--- config.mk ---
export PLATFORM = sky130hd
export DESIGN_NAME = rhs_ctrl
export DESIGN_NICKNAME = d
export VERILOG_FILES = /design/src/rtl/rhs_pkg.sv /design/src/rtl/rhs_ctrl.sv
export SDC_FILE = /design/constraint.sdc
export NUM_CORES = 1
export LEC_CHECK = 0
export ABC_AREA = 1
export BUFFER_PORTS_ARGS = -buffer_cell sky130_fd_sc_hd__buf_2
export CORE_AREA = 5 5 42 44
export DETAILED_ROUTE_END_ITERATION = 10
export DIE_AREA = 0 0 47 49
export MAX_ROUTING_LAYER = met4
export PLACE_DENSITY = 0.7
export SLEW_MARGIN = 20
export SYNTH_ARGS = -nofsm -noshare
export SYNTH_HDL_FRONTEND = slang
export SYNTH_SLANG_ARGS = --single-unit
export TNS_END_PERCENT = 10
--- constraint.sdc ---
create_clock -name clk -period 1.8 [get_ports clk]
set_input_delay 0.36 -clock clk [delete_from_list [all_inputs] [get_ports clk]]
set_output_delay 0.36 -clock clk [all_outputs]
set_load 0.02 [all_outputs]
--- src/rtl/rhs_pkg.sv ---
// rhs_pkg: shared types, constants and helpers for the rtt histogram block
// no dependencies; used by rhs_ctrl, rhs_dpath and rtt_histogram_stats
`timescale 1ns / 1ps
`default_nettype none

package rhs_pkg;

  // sizing and scaling
  localparam int unsigned BIN_COUNT_DEF = 256;
  localparam int unsigned BIN_WIDTH_NS  = 5000;
  localparam int unsigned US_PER_KEY    = 5;
  localparam int unsigned LIMIT_RESET   = 10000;
  localparam int unsigned KEY_W         = 20;
  localparam int unsigned VALUE_W       = 23;
  localparam int unsigned CNT_W         = 32;
  localparam int unsigned RTT_W         = 32;
  localparam int unsigned SLOT_W        = 8;

  // bin key by reciprocal multiply: floor(rtt / 5000) = ((rtt >> 3) * KEY_RECIP) >> 39,
  // exact for every 32 bit rtt since 5000 = 8 * 625
  localparam int unsigned KEY_PRE_SH    = 3;
  localparam int unsigned KEY_POST_SH   = 39;
  localparam int unsigned RECIP_W       = 30;
  localparam logic [RECIP_W-1:0] KEY_RECIP = 30'd879609303;
  localparam int unsigned DIV_IN_W      = RTT_W - KEY_PRE_SH;
  localparam int unsigned PROD_W        = DIV_IN_W + RECIP_W;

  // item modes
  localparam logic MODE_RECORD = 1'b0;
  localparam logic MODE_READ   = 1'b1;

  typedef struct packed {
    logic              mode;
    logic              timed_out;
    logic [RTT_W-1:0]  rtt_ns;
    logic [SLOT_W-1:0] read_slot;
  } rhs_in_t;

  typedef struct packed {
    logic [CNT_W-1:0]   sent_count;
    logic [CNT_W-1:0]   received_count;
    logic [RTT_W-1:0]   worst_rtt;
    logic               run_done;
    logic [SLOT_W-1:0]  slot_index;
    logic               slot_valid;
    logic [VALUE_W-1:0] slot_value_us;
    logic [CNT_W-1:0]   slot_count;
    logic               table_full;
  } rhs_out_t;

  // controller to datapath commands
  typedef struct packed {
    logic load_item;
    logic count_tmo;
    logic count_ans;
    logic div_step;
    logic scan_step;
    logic hit_rd;
    logic hit_wr;
    logic miss;
    logic rd_mem;
    logic rd_cap;
    logic out_load;
  } rhs_cmd_t;

  // datapath to controller status
  typedef struct packed {
    logic mode;
    logic timed_out;
    logic finished;
    logic match;
    logic miss;
    logic out_free;
  } rhs_sts_t;

  // saturating increment of a 32 bit counter
  function automatic logic [CNT_W-1:0] sat_inc(input logic [CNT_W-1:0] v);
    return (&v) ? v : v + CNT_W'(1);
  endfunction

endpackage

`default_nettype wire

--- src/rtl/rhs_ctrl.sv ---
// rhs_ctrl: sequencing state machine of the rtt histogram block
// depends on rhs_pkg; drives rhs_dpath through rhs_cmd_t, reads rhs_sts_t
`timescale 1ns / 1ps
`default_nettype none

module rhs_ctrl (
  input  wire logic              clk,
  input  wire logic              rst_n,
  input  wire logic              in_valid,
  output logic                   in_ready,
  input  wire rhs_pkg::rhs_sts_t sts,
  output rhs_pkg::rhs_cmd_t      cmd
);

  typedef enum logic [7:0] {
    ST_IDLE   = 8'b0000_0001,
    ST_DISP   = 8'b0000_0010,
    ST_DIV    = 8'b0000_0100,
    ST_SCAN   = 8'b0000_1000,
    ST_HIT_WR = 8'b0001_0000,
    ST_RD_MEM = 8'b0010_0000,
    ST_RD_CAP = 8'b0100_0000,
    ST_FIN    = 8'b1000_0000
  } state_t;

  state_t state_r, state_nxt;

  // state register
  always_ff @(posedge clk) begin
    if (!rst_n) begin
      state_r <= ST_IDLE;
    end else begin
      state_r <= state_nxt;
    end
  end

  // next state and commands
  always_comb begin
    state_nxt = state_r;
    cmd       = '0;
    in_ready  = 1'b0;
    case (state_r)
      ST_IDLE: begin
        in_ready = 1'b1;
        if (in_valid) begin
          cmd.load_item = 1'b1;
          state_nxt     = ST_DISP;
        end
      end
      ST_DISP: begin
        if (sts.mode == rhs_pkg::MODE_READ) begin
          state_nxt = ST_RD_MEM;
        end else if (sts.finished) begin
          state_nxt = ST_FIN;
        end else if (sts.timed_out) begin
          cmd.count_tmo = 1'b1;
          state_nxt     = ST_FIN;
        end else begin
          cmd.count_ans = 1'b1;
          state_nxt     = ST_DIV;
        end
      end
      ST_DIV: begin
        cmd.div_step = 1'b1;
        state_nxt    = ST_SCAN;
      end
      ST_SCAN: begin
        cmd.scan_step = 1'b1;
        if (sts.match) begin
          cmd.hit_rd = 1'b1;
          state_nxt  = ST_HIT_WR;
        end else if (sts.miss) begin
          cmd.miss  = 1'b1;
          state_nxt = ST_FIN;
        end
      end
      ST_HIT_WR: begin
        cmd.hit_wr = 1'b1;
        state_nxt  = ST_FIN;
      end
      ST_RD_MEM: begin
        cmd.rd_mem = 1'b1;
        state_nxt  = ST_RD_CAP;
      end
      ST_RD_CAP: begin
        cmd.rd_cap = 1'b1;
        state_nxt  = ST_FIN;
      end
      ST_FIN: begin
        if (sts.out_free) begin
          cmd.out_load = 1'b1;
          state_nxt    = ST_IDLE;
        end
      end
      default: begin
        state_nxt = ST_IDLE;
      end
    endcase
  end

endmodule

`default_nettype wire

==> insert_results.sql <==
INSERT INTO impl_metrics (metric_group, metric, value, unit) VALUES
('clock_tree', 'clockRootBuffer', 'clkbuf_4', ''),
('power', 'p_seq_share', '38.2', '%'),
('finish', 'largest-register', 'state_r', ''),
('placed_design', 'dpl_worst_slack', '0.3289', 'ns'),
('logic_synthesis', 'yosys_warnings', '0', ''),
('logic_synthesis', 'mapped_cell_area', '563.0', 'sq um'),
('timing', 'fin_worst_hold_slack', '0.3287', 'ns'),
('floorplanning', 'placementRows', '14', ''),
('timing', 'relSlewSlack', '86.33', '%'),
('logic_synthesis', 'synth-seq-area-share', '28.44', '%'),
('power', 'power.total', '0.0005247', 'W'),
('detailed_routing', 'wl_per_cell', '9.689', 'microns'),
('timing', 'rsz0062_at_grt', 'yes', ''),
('grt', 'pin_count_of_the_biggest_net_entering_global_routing', '7', ''),
('setup_path', 'crit_type', 'reg -> out', ''),
('logic_synthesis', 'synth_enable_flop_cells', '0', ''),
('floorplanning', 'fp.dieArea', '2303', 'sq um'),
('timing', 'final_hold_viol_count', '0', ''),
('timing', 'clock.fmax', '580.7', 'MHz'),
('power', 'power.share.combinational', '34.7', '%'),
('finish', 'drive_gt1_share', '36.13', '%'),
('floorplanning', 'die_w', '47', 'microns'),
('logic_synthesis', 'synth_top_cell_area_share', '28.44', '%'),
('setup_path', 'cp_data_required_time', '1.44', 'ns'),
('timing', 'setup_viol', '0', ''),
('clock_tree', 'clock_insertion_delay_at_the_later_pin_of_the_skew_report', '0.26', 'ns'),
('setup_path', 'crit_arrival', '1.36', 'ns'),
('logic_synthesis', 'async_flop_share', '0', '%'),
('timing', 'skew', '0.001796', 'ns'),
('power', 'p_per_area', '710.8', 'nW/um^2'),
('detailed_routing', 'ant_nets', '0', ''),
('logic_synthesis', 'yosys_register_bits', '8', ''),
('finish', 'largest_register_ff_count', '8', ''),
('finish', 'final_core_utilization', '52.68', '%'),
('logic_synthesis', 'yosys.cell_types.count', '15', ''),
('logic_synthesis', 'syn-num-nets', '104', ''),
('grt', 'global_route_wire_length_before_repair', '2297', 'microns'),
('worst_hold_path', 'hold_class', 'in -> reg', ''),
('logic_synthesis', 'synth_top_cells_by_area', 'dfxtp_1 (28%), inv_1 (13%), nor2_1 (13%)', ''),
('setup_path', 'crit_path_max_fanout', '6', ''),
('grt', 'grt_pass1_vias', '565', ''),
('timing', 'tightest_slew', '0.2032', 'ns'),
('logic_synthesis', 'synth.top_cells.by_count', 'inv_1 (19), nor2_1 (19), nand2_1 (16)', ''),
('finish', 'largest_registers_ranked_by_flip_flop_count', 'state_r x8', ''),
('detailed_routing', 'dr.pass1.iters', '2', ''),
('grt', 'grt_overflow', '0', ''),
('placed_design', 'buffer_ports.inserted', '20', ''),
('timing', 'timing.final.max_slew_violations', '0', ''),
('clock_tree', 'clock_tree.htree_level_count', '1', ''),
('clock_tree', 'clock_path_buffers', '2', ''),
('timing', 'final.setup.tns', '0', 'ns'),
('grt', 'grt.total_usage', '14.03', '%'),
('floorplanning', 'die_h', '49', 'microns'),
('detailed_routing', 'total_wirelength_of_the_detailed_routed_design', '1308', 'microns'),
('power', 'cell_internal_pwr', '0.0003285', 'W'),
('logic_synthesis', 'netlist_instances', '95', ''),
('power', 'static-leakage-power', '0.4081', 'nW'),
('finish', 'synthToLayoutAreaGrowth', '31.11', '%'),
('detailed_routing', 'avgViaCountPerCell', '4.622', ''),
('logic_synthesis', 'synth_ff_type', 'dfxtp_1', ''),
('clock_tree', 'cts_tree', 'done', ''),
('floorplanning', 'placeableCoreArea', '1401', 'sq um'),
('timing', 'period_share', '95.66', '%'),
('job', 'max_cap_viols', '0', ''),
('logic_synthesis', 'yosys_top_cell_by_area', 'dfxtp_1', ''),
('detailed_routing', 'num_vias', '624', ''),
('clock_tree', 'post_cts_hold_buffer_count', '0', ''),
('floorplanning', 'pin_count', '21', ''),
('power', 'clkPwrFrac', '27.1', '%'),
('timing', 'final.setup.worst_slack', '0.07808', 'ns'),
('run_status', 'status', 'complete, no violations', '');
-- cells in the final DEF, fill, tap and decap left out --
cell	count
clkbuf_4	3
dfxtp_1	6
nand2_1	15
nor2_2	6
nor4_1	2
nand3_2	1
nand3_1	9
inv_4	1
inv_1	19
buf_2	18
a21oi_1	2
nor2_1	19
nor2_4	3
nand2_2	4
a21oi_2	1
nand2_4	1
nor3_1	3
dfxtp_2	2
and3_1	1
buf_4	3
-- final timing paths --
check / start / end / slack, ns / cells past startpoint
max: state_r[7] / cmd[8] / 0.08 / 8
min: rst_n / state_r[0] / 0.33 / 2
max reg2reg: state_r[7] / state_r[2] / 0.53 / 7
min reg2reg: state_r[5] / state_r[6] / 0.51 / 2
-- per-stage QoR --
step,instance area [sq um],instances
floorplan,563.0,95
global placement,683.2,131
detailed placement,683.2,131
CTS,705.7,134
global route,738.2,135
finish,738.2,135
-- cells by family (layout without fill, tap and decap cells) --
kind of cell	after synthesis	count (layout)	share of synthesized area (%)
simple gates	64	64	54.44
buf+inv	20	44	13.78
flops	8	8	28.44
compound gates	3	3	3.334
-- critical path: stages (launching register included) --
cell and delay, ns:
dfxtp_1 0.34, nor2_4 0.16, nand2_4 0.08, inv_4 0.08
nand2_2 0.06, nor2_2 0.07, nand2_1 0.07, nor2_2 0.10
buf_4 0.15
-- metal layers --
| layer | track usage, % | share of wire (%) |
|---|---|---|
| met1 | 17.88 | 43 |
| met2 | 19.46 | 50 |
| met3 | 2.214 | 4.7 |
| met4 | 9.677 | 1.8 |
| met5 | - | 0 |
-- layout make-up --
class                           instances  area [sq um]
Timing Repair Buffer                   21         112.6
Inverter                               20         77.57
Clock buffer                            3         22.52
Sequential cell                         8         162.7
Fill cell                             158         663.1
Tap cell                               16         20.02
Multi-Input combinational cell         67         342.8
-- power by group through the flow --
stage	clock [W]	sequential [W]	combinational, W
floorplan	0	0.000202	0.000129
global placement	0	0.000203	0.000173
detailed placement	0	0.000204	0.000176
CTS	0.000145	0.000200	0.000176
global route	0.000157	0.000202	0.000206
finish	0.000142	0.000201	0.000182
-- what timing repair did --
| item | in CTS | in global routing |
|---|---|---|
| resized for setup | 0 | 8 |
| endpoints found under the setup margin | 0 | 4 |
| setup buffers | 0 | 1 |
Power figures use the tool's default switching activity.
